## src/rtl/core/scpu_pkg.sv

```systemverilog
// Package for the super I/O configuration port: access codes, register
// indexes, masks, reset defaults and the unlock key table.
// No dependencies.
`timescale 1ns / 1ps
`default_nettype none

package scpu_pkg;

    localparam int DEV_CNT = 4;
    localparam int LDN_W   = $clog2(DEV_CNT);

    // Access codes
    localparam logic FUNC_WRITE = 1'b0;
    localparam logic FUNC_READ  = 1'b1;
    localparam logic PORT_INDEX = 1'b0;
    localparam logic PORT_DATA  = 1'b1;

    // Global register indexes
    localparam logic [7:0] IDX_GCTL    = 8'h02;
    localparam logic [7:0] IDX_LDN     = 8'h07;
    localparam logic [7:0] IDX_CHIP_HI = 8'h20;
    localparam logic [7:0] IDX_CHIP_LO = 8'h21;
    localparam logic [7:0] IDX_G22     = 8'h22;
    localparam logic [7:0] IDX_G23     = 8'h23;

    // Logical device register indexes
    localparam logic [7:0] IDX_ACT     = 8'h30;
    localparam logic [7:0] IDX_FDC31   = 8'h31;
    localparam logic [7:0] IDX_BASE_HI = 8'h60;
    localparam logic [7:0] IDX_BASE_LO = 8'h61;
    localparam logic [7:0] IDX_IRQ     = 8'h70;
    localparam logic [7:0] IDX_DMA     = 8'h74;
    localparam logic [7:0] IDX_MODE    = 8'hF0;

    localparam logic [7:0] CHIP_ID_HI  = 8'h86;
    localparam logic [7:0] CHIP_ID_LO  = 8'h61;
    localparam logic [7:0] MASK_G22    = 8'h30;
    localparam logic [7:0] MASK_G23    = 8'h1F;
    localparam logic [7:0] MASK_BASE   = 8'hF8;
    localparam logic [7:0] FDC31_SET   = 8'h55;
    localparam logic [7:0] RD_IDLE     = 8'hFF;

    localparam logic [LDN_W-1:0] LDN_FDC = LDN_W'(0);

    localparam logic [4:0] KEY_LEN = 5'd31;

    localparam logic [7:0] DEF_BASE_HI [DEV_CNT] = '{8'h03, 8'h03, 8'h02, 8'h03};
    localparam logic [7:0] DEF_BASE_LO [DEV_CNT] = '{8'hF0, 8'hF8, 8'hF8, 8'h78};
    localparam logic [3:0] DEF_IRQ     [DEV_CNT] = '{4'd6, 4'd4, 4'd3, 4'd7};
    localparam logic [2:0] DEF_DMA     [DEV_CNT] = '{3'd2, 3'd0, 3'd0, 3'd3};
    localparam logic [3:0] DEF_MODE    [DEV_CNT] = '{4'd0, 4'd0, 4'd0, 4'd3};

    typedef struct packed {
        logic       func;
        logic       port;
        logic [7:0] wdata;
    } t_access;

    typedef struct packed {
        logic [7:0]  rdata;
        logic        is_unlocked;
        logic [2:0]  changed_device;
        logic        dev_enabled;
        logic [15:0] dev_base;
        logic [3:0]  dev_irq;
        logic [2:0]  dev_dma;
        logic [3:0]  dev_mode;
        logic        soft_reset;
    } t_result;

    function automatic logic [7:0] key_byte(input logic [4:0] i);
        logic [7:0] b;
        unique case (i)
            5'd0:  b = 8'h6a;  5'd1:  b = 8'hb5;  5'd2:  b = 8'hda;  5'd3:  b = 8'hed;
            5'd4:  b = 8'hf6;  5'd5:  b = 8'hfb;  5'd6:  b = 8'h7d;  5'd7:  b = 8'hbe;
            5'd8:  b = 8'hdf;  5'd9:  b = 8'h6f;  5'd10: b = 8'h37;  5'd11: b = 8'h1b;
            5'd12: b = 8'h0d;  5'd13: b = 8'h86;  5'd14: b = 8'hc3;  5'd15: b = 8'h61;
            5'd16: b = 8'hb0;  5'd17: b = 8'h58;  5'd18: b = 8'h2c;  5'd19: b = 8'h16;
            5'd20: b = 8'h8b;  5'd21: b = 8'h45;  5'd22: b = 8'ha2;  5'd23: b = 8'hd1;
            5'd24: b = 8'he8;  5'd25: b = 8'h74;  5'd26: b = 8'h3a;  5'd27: b = 8'h9d;
            5'd28: b = 8'hce;  5'd29: b = 8'he7;  5'd30: b = 8'h73;  5'd31: b = 8'h39;
            default: b = 8'h00;
        endcase
        return b;
    endfunction

endpackage

`default_nettype wire

```

## src/rtl/core/scpu_if.sv

```systemverilog
// Valid/ready channel interfaces for bus access beats and result beats.
// No dependencies.
`timescale 1ns / 1ps
`default_nettype none

interface scpu_req_if;
    logic       valid;
    logic       ready;
    logic       func;
    logic       port;
    logic [7:0] wdata;

    modport source (output valid, func, port, wdata, input ready);
    modport sink   (input valid, func, port, wdata, output ready);
endinterface

interface scpu_rsp_if;
    logic        valid;
    logic        ready;
    logic [7:0]  rdata;
    logic        is_unlocked;
    logic [2:0]  changed_device;
    logic        dev_enabled;
    logic [15:0] dev_base;
    logic [3:0]  dev_irq;
    logic [2:0]  dev_dma;
    logic [3:0]  dev_mode;
    logic        soft_reset;

    modport source (output valid, rdata, is_unlocked, changed_device, dev_enabled,
                    dev_base, dev_irq, dev_dma, dev_mode, soft_reset, input ready);
    modport sink   (input valid, rdata, is_unlocked, changed_device, dev_enabled,
                    dev_base, dev_irq, dev_dma, dev_mode, soft_reset, output ready);
endinterface

`default_nettype wire

```

## src/rtl/core/scpu_key.sv

```systemverilog
// Key sequencer: tracks key bytes written to the index port while locked.
// Depends on scpu_pkg.
`timescale 1ns / 1ps
`default_nettype none

module scpu_key (
    input  wire                 i_clk,
    input  wire                 i_rst_n,
    input  wire                 i_fire,
    input  scpu_pkg::t_access   i_acc,
    input  wire                 i_lock_req,
    output logic                o_unl,
    output logic                o_unl_next
);
    import scpu_pkg::*;

    logic [4:0] r_cnt;
    logic [4:0] n_cnt;
    logic       r_unl;
    logic       n_unl;
    logic [4:0] cnt_inc;
    logic       key_wr;
    logic       match;

    assign key_wr  = i_fire && !r_unl && i_acc.func == FUNC_WRITE && i_acc.port == PORT_INDEX;
    assign match   = i_acc.wdata == key_byte(r_cnt);
    assign cnt_inc = r_cnt + 5'd1;

    always_comb begin
        n_cnt = r_cnt;
        n_unl = r_unl;
        if (i_fire && i_lock_req) begin
            n_cnt = '0;
            n_unl = 1'b0;
        end else if (key_wr) begin
            // advance on a match, start over on anything else
            n_cnt = match ? cnt_inc : 5'd0;
            n_unl = match && cnt_inc == KEY_LEN;
        end
    end

    always_ff @(posedge i_clk) begin
        if (!i_rst_n) begin
            r_cnt <= '0;
            r_unl <= 1'b0;
        end else begin
            r_cnt <= n_cnt;
            r_unl <= n_unl;
        end
    end

    assign o_unl      = r_unl;
    assign o_unl_next = n_unl;

endmodule

`default_nettype wire

```

## src/rtl/core/scpu_regs.sv

```systemverilog
// Configuration register file: index, global control and logical devices.
// Builds the result beat from the post-access state. Depends on scpu_pkg.
`timescale 1ns / 1ps
`default_nettype none

module scpu_regs (
    input  wire                  i_clk,
    input  wire                  i_rst_n,
    input  wire                  i_fire,
    input  scpu_pkg::t_access    i_acc,
    input  wire                  i_unl,
    input  wire                  i_unl_next,
    output logic                 o_lock_req,
    output scpu_pkg::t_result    o_res
);
    import scpu_pkg::*;

    logic [7:0] r_index, n_index;
    logic [7:0] r_g02, n_g02;
    logic [7:0] r_g07, n_g07;
    logic [7:0] r_g22, n_g22;
    logic [7:0] r_g23, n_g23;
    logic [7:0] r_fdc31, n_fdc31;
    logic       r_en   [DEV_CNT];
    logic       n_en   [DEV_CNT];
    logic [7:0] r_bhi  [DEV_CNT];
    logic [7:0] n_bhi  [DEV_CNT];
    logic [7:0] r_blo  [DEV_CNT];
    logic [7:0] n_blo  [DEV_CNT];
    logic [3:0] r_irq  [DEV_CNT];
    logic [3:0] n_irq  [DEV_CNT];
    logic [2:0] r_dma  [DEV_CNT];
    logic [2:0] n_dma  [DEV_CNT];
    logic [3:0] r_mode [DEV_CNT];
    logic [3:0] n_mode [DEV_CNT];

    logic             wr;
    logic             data_wr;
    logic [7:0]       v;
    logic [LDN_W-1:0] ldn;
    logic             ldn_ok;
    logic             dev_take;
    logic             sreset;
    logic [2:0]       changed;
    logic [7:0]       rdata;
    logic [LDN_W-1:0] o_ldn;

    assign v       = i_acc.wdata;
    assign wr      = i_fire && i_acc.func == FUNC_WRITE && i_unl;
    assign data_wr = wr && i_acc.port == PORT_DATA;
    assign ldn     = r_g07[LDN_W-1:0];
    assign ldn_ok  = r_g07[7:LDN_W] == '0;

    always_comb begin
        n_index  = r_index;
        n_g02    = r_g02;
        n_g07    = r_g07;
        n_g22    = r_g22;
        n_g23    = r_g23;
        n_fdc31  = r_fdc31;
        n_en     = r_en;
        n_bhi    = r_bhi;
        n_blo    = r_blo;
        n_irq    = r_irq;
        n_dma    = r_dma;
        n_mode   = r_mode;
        sreset   = 1'b0;
        o_lock_req = 1'b0;
        changed  = 3'd0;
        dev_take = 1'b0;

        if (wr && i_acc.port == PORT_INDEX) begin
            n_index = v;
        end

        if (data_wr) begin
            unique case (r_index)
                IDX_GCTL: begin
                    n_g02      = v;
                    sreset     = v[0];
                    o_lock_req = v[1];
                end
                IDX_LDN: n_g07 = v;
                IDX_G22: n_g22 = v & MASK_G22;
                IDX_G23: n_g23 = v & MASK_G23;
                default: begin
                    // gate on activate, unless this beat turns the device on
                    dev_take = ldn_ok && (r_en[ldn] || (r_index == IDX_ACT && v[0]));
                end
            endcase
        end

        if (dev_take) begin
            changed = {1'b0, ldn} + 3'd1;
            unique case (r_index)
                IDX_ACT:     n_en[ldn] = v[0];
                IDX_FDC31: begin
                    if (ldn == LDN_FDC) begin
                        n_fdc31 = {6'd0, v[1:0]} | (v[0] ? FDC31_SET : 8'h00);
                    end
                end
                IDX_BASE_HI: n_bhi[ldn] = v;
                IDX_BASE_LO: n_blo[ldn] = v & MASK_BASE;
                IDX_IRQ:     n_irq[ldn] = v[3:0];
                IDX_DMA:     n_dma[ldn] = v[2:0];
                IDX_MODE:    n_mode[ldn] = (ldn == LDN_FDC) ? v[3:0] : {2'b00, v[1:0]};
                default: ;
            endcase
        end

        if (sreset) begin
            for (int d = 0; d < DEV_CNT; d++) begin
                n_bhi[d] = DEF_BASE_HI[d];
                n_blo[d] = DEF_BASE_LO[d];
                n_irq[d] = DEF_IRQ[d];
            end
            n_dma[0]  = DEF_DMA[0];
            n_dma[3]  = DEF_DMA[3];
            n_mode[3] = DEF_MODE[3];
        end
    end

    // Data-port read of the global register at the index
    always_comb begin
        rdata = RD_IDLE;
        if (i_acc.func == FUNC_READ && i_acc.port == PORT_DATA) begin
            unique case (r_index)
                IDX_GCTL:    rdata = r_g02;
                IDX_LDN:     rdata = r_g07;
                IDX_CHIP_HI: rdata = CHIP_ID_HI;
                IDX_CHIP_LO: rdata = CHIP_ID_LO;
                IDX_G22:     rdata = r_g22;
                IDX_G23:     rdata = r_g23;
                default:     rdata = 8'h00;
            endcase
        end
    end

    assign o_ldn = n_g07[LDN_W-1:0];

    always_comb begin
        o_res                = '0;
        o_res.rdata          = rdata;
        o_res.is_unlocked    = i_unl_next;
        o_res.changed_device = changed;
        o_res.soft_reset     = sreset;
        if (n_g07[7:LDN_W] == '0) begin
            o_res.dev_enabled = n_en[o_ldn];
            o_res.dev_base    = {n_bhi[o_ldn], n_blo[o_ldn]};
            o_res.dev_irq     = n_irq[o_ldn];
            o_res.dev_dma     = n_dma[o_ldn];
            o_res.dev_mode    = n_mode[o_ldn];
        end
    end

    always_ff @(posedge i_clk) begin
        if (!i_rst_n) begin
            r_index <= '0;
            r_g02   <= '0;
            r_g07   <= '0;
            r_g22   <= '0;
            r_g23   <= '0;
            r_fdc31 <= '0;
            for (int d = 0; d < DEV_CNT; d++) begin
                r_en[d]   <= 1'b0;
                r_bhi[d]  <= DEF_BASE_HI[d];
                r_blo[d]  <= DEF_BASE_LO[d];
                r_irq[d]  <= DEF_IRQ[d];
                r_dma[d]  <= DEF_DMA[d];
                r_mode[d] <= DEF_MODE[d];
            end
        end else if (i_fire) begin
            r_index <= n_index;
            r_g02   <= n_g02;
            r_g07   <= n_g07;
            r_g22   <= n_g22;
            r_g23   <= n_g23;
            r_fdc31 <= n_fdc31;
            r_en    <= n_en;
            r_bhi   <= n_bhi;
            r_blo   <= n_blo;
            r_irq   <= n_irq;
            r_dma   <= n_dma;
            r_mode  <= n_mode;
        end
    end

endmodule

`default_nettype wire

```

## src/rtl/core/superio_config_port_unlock.sv

```systemverilog
// Super I/O configuration port with key unlock. An accepted access beat
// reaches its result beat via the input register and the result register.
// Throughput: one access per cycle unless o_rsp stalls; the key sequencer
// and the register file update as a beat moves between the two registers.
// Reset (i_rst_n, synchronous): port locked, key count and index cleared,
// device resources at their defaults, both pipeline registers empty.
`timescale 1ns / 1ps
`default_nettype none

module superio_config_port_unlock (
    input  wire        i_clk,
    input  wire        i_rst_n,
    scpu_req_if.sink   i_req,
    scpu_rsp_if.source o_rsp
);
    import scpu_pkg::*;

    logic       r_in_vld;
    t_access    r_in;
    logic       r_out_vld;
    t_result    r_out;
    logic       adv;
    logic       fire;
    logic       in_take;
    logic       lock_req;
    logic       unl;
    logic       unl_next;
    t_result    res;

    // Result register frees up when empty or drained this cycle
    assign adv     = !r_out_vld || o_rsp.ready;
    assign fire    = r_in_vld && adv;
    assign i_req.ready = !r_in_vld || adv;
    assign in_take = i_req.valid && i_req.ready;

    always_ff @(posedge i_clk) begin
        if (!i_rst_n) begin
            r_in_vld  <= 1'b0;
            r_out_vld <= 1'b0;
        end else begin
            if (in_take) begin
                r_in_vld <= 1'b1;
            end else if (adv) begin
                r_in_vld <= 1'b0;
            end
            if (adv) begin
                r_out_vld <= r_in_vld;
            end
        end
    end

    always_ff @(posedge i_clk) begin
        if (in_take) begin
            r_in <= '{func: i_req.func, port: i_req.port, wdata: i_req.wdata};
        end
        if (fire) begin
            r_out <= res;
        end
    end

    scpu_key u_key (
        .i_clk      (i_clk),
        .i_rst_n    (i_rst_n),
        .i_fire     (fire),
        .i_acc      (r_in),
        .i_lock_req (lock_req),
        .o_unl      (unl),
        .o_unl_next (unl_next)
    );

    scpu_regs u_regs (
        .i_clk      (i_clk),
        .i_rst_n    (i_rst_n),
        .i_fire     (fire),
        .i_acc      (r_in),
        .i_unl      (unl),
        .i_unl_next (unl_next),
        .o_lock_req (lock_req),
        .o_res      (res)
    );

    assign o_rsp.valid          = r_out_vld;
    assign o_rsp.rdata          = r_out.rdata;
    assign o_rsp.is_unlocked    = r_out.is_unlocked;
    assign o_rsp.changed_device = r_out.changed_device;
    assign o_rsp.dev_enabled    = r_out.dev_enabled;
    assign o_rsp.dev_base       = r_out.dev_base;
    assign o_rsp.dev_irq        = r_out.dev_irq;
    assign o_rsp.dev_dma        = r_out.dev_dma;
    assign o_rsp.dev_mode       = r_out.dev_mode;
    assign o_rsp.soft_reset     = r_out.soft_reset;

    a_dev_write_unlocked: assert property (@(posedge i_clk) disable iff (!i_rst_n)
        fire && res.changed_device != 3'd0 |-> unl && unl_next)
        else $error("device write accepted while locked");

    a_sreset_no_dev: assert property (@(posedge i_clk) disable iff (!i_rst_n)
        fire && res.soft_reset |-> res.changed_device == 3'd0 && unl)
        else $error("soft reset beat also reported a device write");

    a_lock_only_via_gctl: assert property (@(posedge i_clk) disable iff (!i_rst_n)
        unl && !unl_next |-> fire && lock_req)
        else $error("port locked without a control register write");

    a_reset_empty: assert property (@(posedge i_clk)
        !i_rst_n |=> !r_in_vld && !r_out_vld)
        else $error("pipeline not empty after reset");

endmodule

`default_nettype wire

```

## src/flat_wrapper.sv

```systemverilog
// flat-port wrapper written by rule: the top's interface ports become plain ports
module superio_config_port_unlock_flat import scpu_pkg::*;
  (i_clk, i_rst_n, i_req_valid, i_req_func, i_req_port, i_req_wdata, i_req_ready, o_rsp_valid, o_rsp_rdata, o_rsp_is_unlocked, o_rsp_changed_device, o_rsp_dev_enabled, o_rsp_dev_base, o_rsp_dev_irq, o_rsp_dev_dma, o_rsp_dev_mode, o_rsp_soft_reset, o_rsp_ready);
  scpu_req_if i_req_i ();
  scpu_rsp_if o_rsp_i ();
  input  wire i_clk;
  input  wire i_rst_n;
  input wire logic [$bits(i_req_i.valid)-1:0] i_req_valid;
  input wire logic [$bits(i_req_i.func)-1:0] i_req_func;
  input wire logic [$bits(i_req_i.port)-1:0] i_req_port;
  input wire logic [$bits(i_req_i.wdata)-1:0] i_req_wdata;
  output wire logic [$bits(i_req_i.ready)-1:0] i_req_ready;
  output wire logic [$bits(o_rsp_i.valid)-1:0] o_rsp_valid;
  output wire logic [$bits(o_rsp_i.rdata)-1:0] o_rsp_rdata;
  output wire logic [$bits(o_rsp_i.is_unlocked)-1:0] o_rsp_is_unlocked;
  output wire logic [$bits(o_rsp_i.changed_device)-1:0] o_rsp_changed_device;
  output wire logic [$bits(o_rsp_i.dev_enabled)-1:0] o_rsp_dev_enabled;
  output wire logic [$bits(o_rsp_i.dev_base)-1:0] o_rsp_dev_base;
  output wire logic [$bits(o_rsp_i.dev_irq)-1:0] o_rsp_dev_irq;
  output wire logic [$bits(o_rsp_i.dev_dma)-1:0] o_rsp_dev_dma;
  output wire logic [$bits(o_rsp_i.dev_mode)-1:0] o_rsp_dev_mode;
  output wire logic [$bits(o_rsp_i.soft_reset)-1:0] o_rsp_soft_reset;
  input wire logic [$bits(o_rsp_i.ready)-1:0] o_rsp_ready;
  assign i_req_i.valid = i_req_valid;
  assign i_req_i.func = i_req_func;
  assign i_req_i.port = i_req_port;
  assign i_req_i.wdata = i_req_wdata;
  assign i_req_ready = i_req_i.ready;
  assign o_rsp_valid = o_rsp_i.valid;
  assign o_rsp_rdata = o_rsp_i.rdata;
  assign o_rsp_is_unlocked = o_rsp_i.is_unlocked;
  assign o_rsp_changed_device = o_rsp_i.changed_device;
  assign o_rsp_dev_enabled = o_rsp_i.dev_enabled;
  assign o_rsp_dev_base = o_rsp_i.dev_base;
  assign o_rsp_dev_irq = o_rsp_i.dev_irq;
  assign o_rsp_dev_dma = o_rsp_i.dev_dma;
  assign o_rsp_dev_mode = o_rsp_i.dev_mode;
  assign o_rsp_soft_reset = o_rsp_i.soft_reset;
  assign o_rsp_i.ready = o_rsp_ready;
  superio_config_port_unlock u_core (.i_clk(i_clk), .i_rst_n(i_rst_n), .i_req(i_req_i), .o_rsp(o_rsp_i));
endmodule
```

## config.mk

```make
export PLATFORM = sky130hd
export DESIGN_NAME = superio_config_port_unlock_flat
export DESIGN_NICKNAME = d
export VERILOG_FILES = /design/src/rtl/core/scpu_pkg.sv /design/src/rtl/core/scpu_if.sv /design/src/rtl/core/scpu_key.sv /design/src/rtl/core/scpu_regs.sv /design/src/rtl/core/superio_config_port_unlock.sv /design/src/flat_wrapper.sv
export SDC_FILE = /design/constraint.sdc
export NUM_CORES = 1
export LEC_CHECK = 0
export BUFFER_PORTS_ARGS = -buffer_cell sky130_fd_sc_hd__buf_2
export CAP_MARGIN = 20
export CORE_MARGIN = 1.5
export CORE_UTILIZATION = 24
export DETAILED_ROUTE_END_ITERATION = 7
export RECOVER_POWER = 50
export SLEW_MARGIN = 40
export SYNTH_ARGS = -nofsm -noshare
export SYNTH_HDL_FRONTEND = slang
export SYNTH_SLANG_ARGS = --single-unit
export TNS_END_PERCENT = 20
```

## constraint.sdc

```tcl
create_clock -name i_clk -period 5.07 [get_ports i_clk]
set_input_delay 0.507 -clock i_clk [delete_from_list [all_inputs] [get_ports i_clk]]
set_output_delay 0.507 -clock i_clk [all_outputs]
set_load 0.02 [all_outputs]
```

==> flow_metrics.tcl <==
set metrics [dict create \
    status "finished with violations" \
    failed_checks "max-capacitance violations, max-slew violations" \
    switching_share_pct 22.18 \
    num-fill-cells 4522 \
    clockRootBuffer "clkbuf_16" \
    cts_resized 0 \
    async_flop_share_pct 0 \
    syn_area_sq_um 10470 \
    cts_tree "yes" \
    fmax_mhz 240.9 \
    drtAntennaViolNets 0 \
    drc 0 \
    avgRoutedWirePerCell_um 17.97 \
    synth.distinct_cells 83 \
    dp_hpwl_um 21550 \
    drv_slew 42 \
    worstPathMaxFanout 19 \
    setup_ws_ns 0.9187 \
    startpoint_type "flip-flop" \
    hp-class "in2reg" \
    core.rowCount 76 \
    period_minus_slack_ns 4.151 \
    path_clk_slew_ns 0.06 \
    chipWidth_um 211.9 \
    syn_avg_cell_area_sq_um 9.006 \
    setup_viol 0 \
    dp_slack_ns 1.162 \
    n_antenna_cell 0 \
    synth_top_cell_area_share_pct 30.39 \
    synthCells 1163 \
    synth-edff-count 51 \
    cts_hold_buf 0 \
    synthesis.nets 1188 \
    antenna_found_initial 0 \
    slew_headroom_pct -96.30 \
    start_util_pct 24.31 \
    yosysTopAreaCell "dfxtp_1" \
    worst_slew_pin_slew_ns 2.945 \
    gp_congestion 0.8630 \
    grt_setup_unrepaired "false" \
    die-height_um 211.9 \
    p_sw_w 0.0008012 \
    clockBufferDepth 3 \
    p_leak_nw 4.495 \
    htreeDepth 1 \
    yosysWarnings 0 \
    viasPerCell 5.005 \
    drv_cap 1 \
    drt-initial-drc-count 742 \
    synthFlopType "dfxtp_1" \
    final_common_cell "nand2_1" \
    synthToLayoutAreaGrowth_pct 14.43 \
    cts.sinks 210 \
    peakVddDrop_uv 189.8 \
    crit_path_end_kind "flip-flop" \
    p_comb_share_pct 3.5 \
    power.share.clock_pct 48.3 \
    totalWireLength_um 31980 \
    vias 8909 \
    fin_setup_tns_ns 0 \
    core_sq_um 43080 \
    grt_max_degree 58 \
    cts_buffers 24 \
    io_pins 57 \
    ys_seq_area_share_pct 45.01 \
    grt_overflow 0 \
    die-area_sq_um 44900 \
    hold_viol_final 0 \
    final.period_utilization_pct 81.88 \
    powerDensity_nw_per_um2 301.4 \
    layout.nets 1203 \
    drive_gt1_share_pct 8.619 \
    arrival_ns 4.55 \
    required_ns 5.46 \
    clkLatencyLatePin_ns 0.52 \
    port_buffers 56 \
    yosys_register_bits 210 \
    synth_area_leaders "dfxtp_1 (30%), edfxtp_1 (15%), mux2i_1 (6.6%), nand2_1 (6.1%), nor2_1 (3.9%)" \
    grt_pass1_vias 8730 \
    register_area_sq_um 4715 \
    skew_ns 0.01638 \
    final_cell_mix "nand2_1 (170), dfxtp_1 (159), nor2_1 (107), a21oi_1 (71), mux2i_1 (68)" \
    grt.total_usage_pct 14.07 \
    power.share.sequential_pct 48.2 \
    grt_first_pass_wirelength_um 49960 \
    p_int_w 0.002811 \
    path_class "reg2reg" \
    first_pass_iters 6 \
    postCtsSetupRepairBufs 0 \
    multi_input_area_sq_um 5303 \
]
power groups by stage:
stage               clock network (W)  registers [W]  logic [W]
floorplan                           0        0.00179  0.0000593
global placement                    0        0.00178   0.000131
detailed placement                  0        0.00178   0.000132
CTS                           0.00178        0.00174   0.000132
global route                  0.00184        0.00174   0.000135
finish                        0.00174        0.00174   0.000126
synth_stat cells (5+ instances only):
cell,count
edfxtp_1,51
a211oi_1,5
o211ai_1,11
nor2_1,108
and2_1,23
nor2b_1,7
nand2_1,171
and3_1,37
mux2_2,8
a21boi_0,10
nor4_1,7
buf_2,21
nor3_1,32
a21o_1,11
nand2b_1,8
a221o_1,6
ha_1,11
nand3_1,44
o21ai_0,43
a22oi_1,12
mux2i_1,69
a21oi_1,71
o21ai_1,10
clkbuf_1,62
nand4_1,8
dfxtp_1,159
xor2_1,9
o21a_1,7
a311oi_1,7
inv_1,14
o22ai_1,8
o221ai_1,14
a31oi_1,10
cell families after synthesis:
logic type                 after synthesis  share of synthesized area [%]
xor gates and xnor gates                10                         0.8363
adders and majority gates               11                          1.314
and+or+nand+nor                        479                          22.57
buffers and inverters                  106                          4.372
AOI/OAI and AO/OA                      268                          18.01
muxes                                   79                          7.884
DFF                                    210                          45.01
routing by layer:
metal,share of wire (%),wire length [um],vias to the layer above,GRT usage (%)
li1,-,-,4229,-
met1,45,14390,4361,18.57
met2,47,15140,261,23.50
met3,5.1,1626,58,1.928
met4,2.5,813,0,4.729
met5,0,0,-,0
cell type report:
cell class / count / area share (%)
clock buffers: 37 / 5.846
multi-input cells: 847 / 44.24
inverters: 15 / 0.4698
clock inverters: 6 / 0.7516
repair buffers: 80 / 3.247
well taps: 585 / 6.107
flip-flops and latches: 210 / 39.34
path summary, 6_finish.rpt:
kind / start / cells past startpoint / end / slack [ns]
max: u_core.r_in[8] / 10 / u_core.o_rsp.dev_base[15] / 0.92
min: i_req_func / 1 / u_core.r_in[9] / 0.17
max reg2reg: u_core.r_in[8] / 10 / u_core.o_rsp.dev_base[15] / 0.92
min reg2reg: u_core.u_regs.r_bhi[29] / 2 / u_core.u_regs.r_bhi[29] / 0.45
critical path, cell delays in order (launching register included):
cell,delay (ns)
edfxtp_1,0.43
and2_0,0.36
and3_1,0.41
nand4_1,0.15
clkbuf_1,0.78
inv_1,0.50
nor2_2,0.60
buf_4,0.28
o221ai_1,0.15
o22ai_1,0.21
o21a_1,0.14
state kept, by name, indices dropped and copies added (netlist names), 5 cells and up, named ones only:
register	count
u_core.u_regs.r_blo	32
u_core.u_regs.r_g23	5
u_core.r_in	10
u_core.u_regs.r_index	8
u_core.u_regs.r_mode	16
u_core.o_rsp.dev_base	16
u_core.u_regs.r_bhi	32
u_core.u_regs.r_g02	8
u_core.u_regs.r_dma	12
u_core.o_rsp.rdata	8
u_core.u_regs.r_irq	16
u_core.u_regs.r_g07	8
u_core.u_key.r_cnt	5
metrics by stage:
step / cell area (sq um) / cells / power, W / util [%] / hold slack [ns]
after floorplan: 10470 / 1163 / 0.001851 / - / 0.4287
after global placement: 11270 / 1737 / 0.001909 / 26.17 / 0.4383
after detailed placement: 11280 / 1737 / 0.001910 / 26.18 / 0.4430
after CTS: 12070 / 1780 / 0.003650 / 28.02 / 0.1574
after global routing: 11990 / 1780 / 0.003722 / 27.82 / 0.1660
final: 11990 / 1780 / 0.003613 / 27.82 / 0.1677
(Power assumes the default switching activity.)
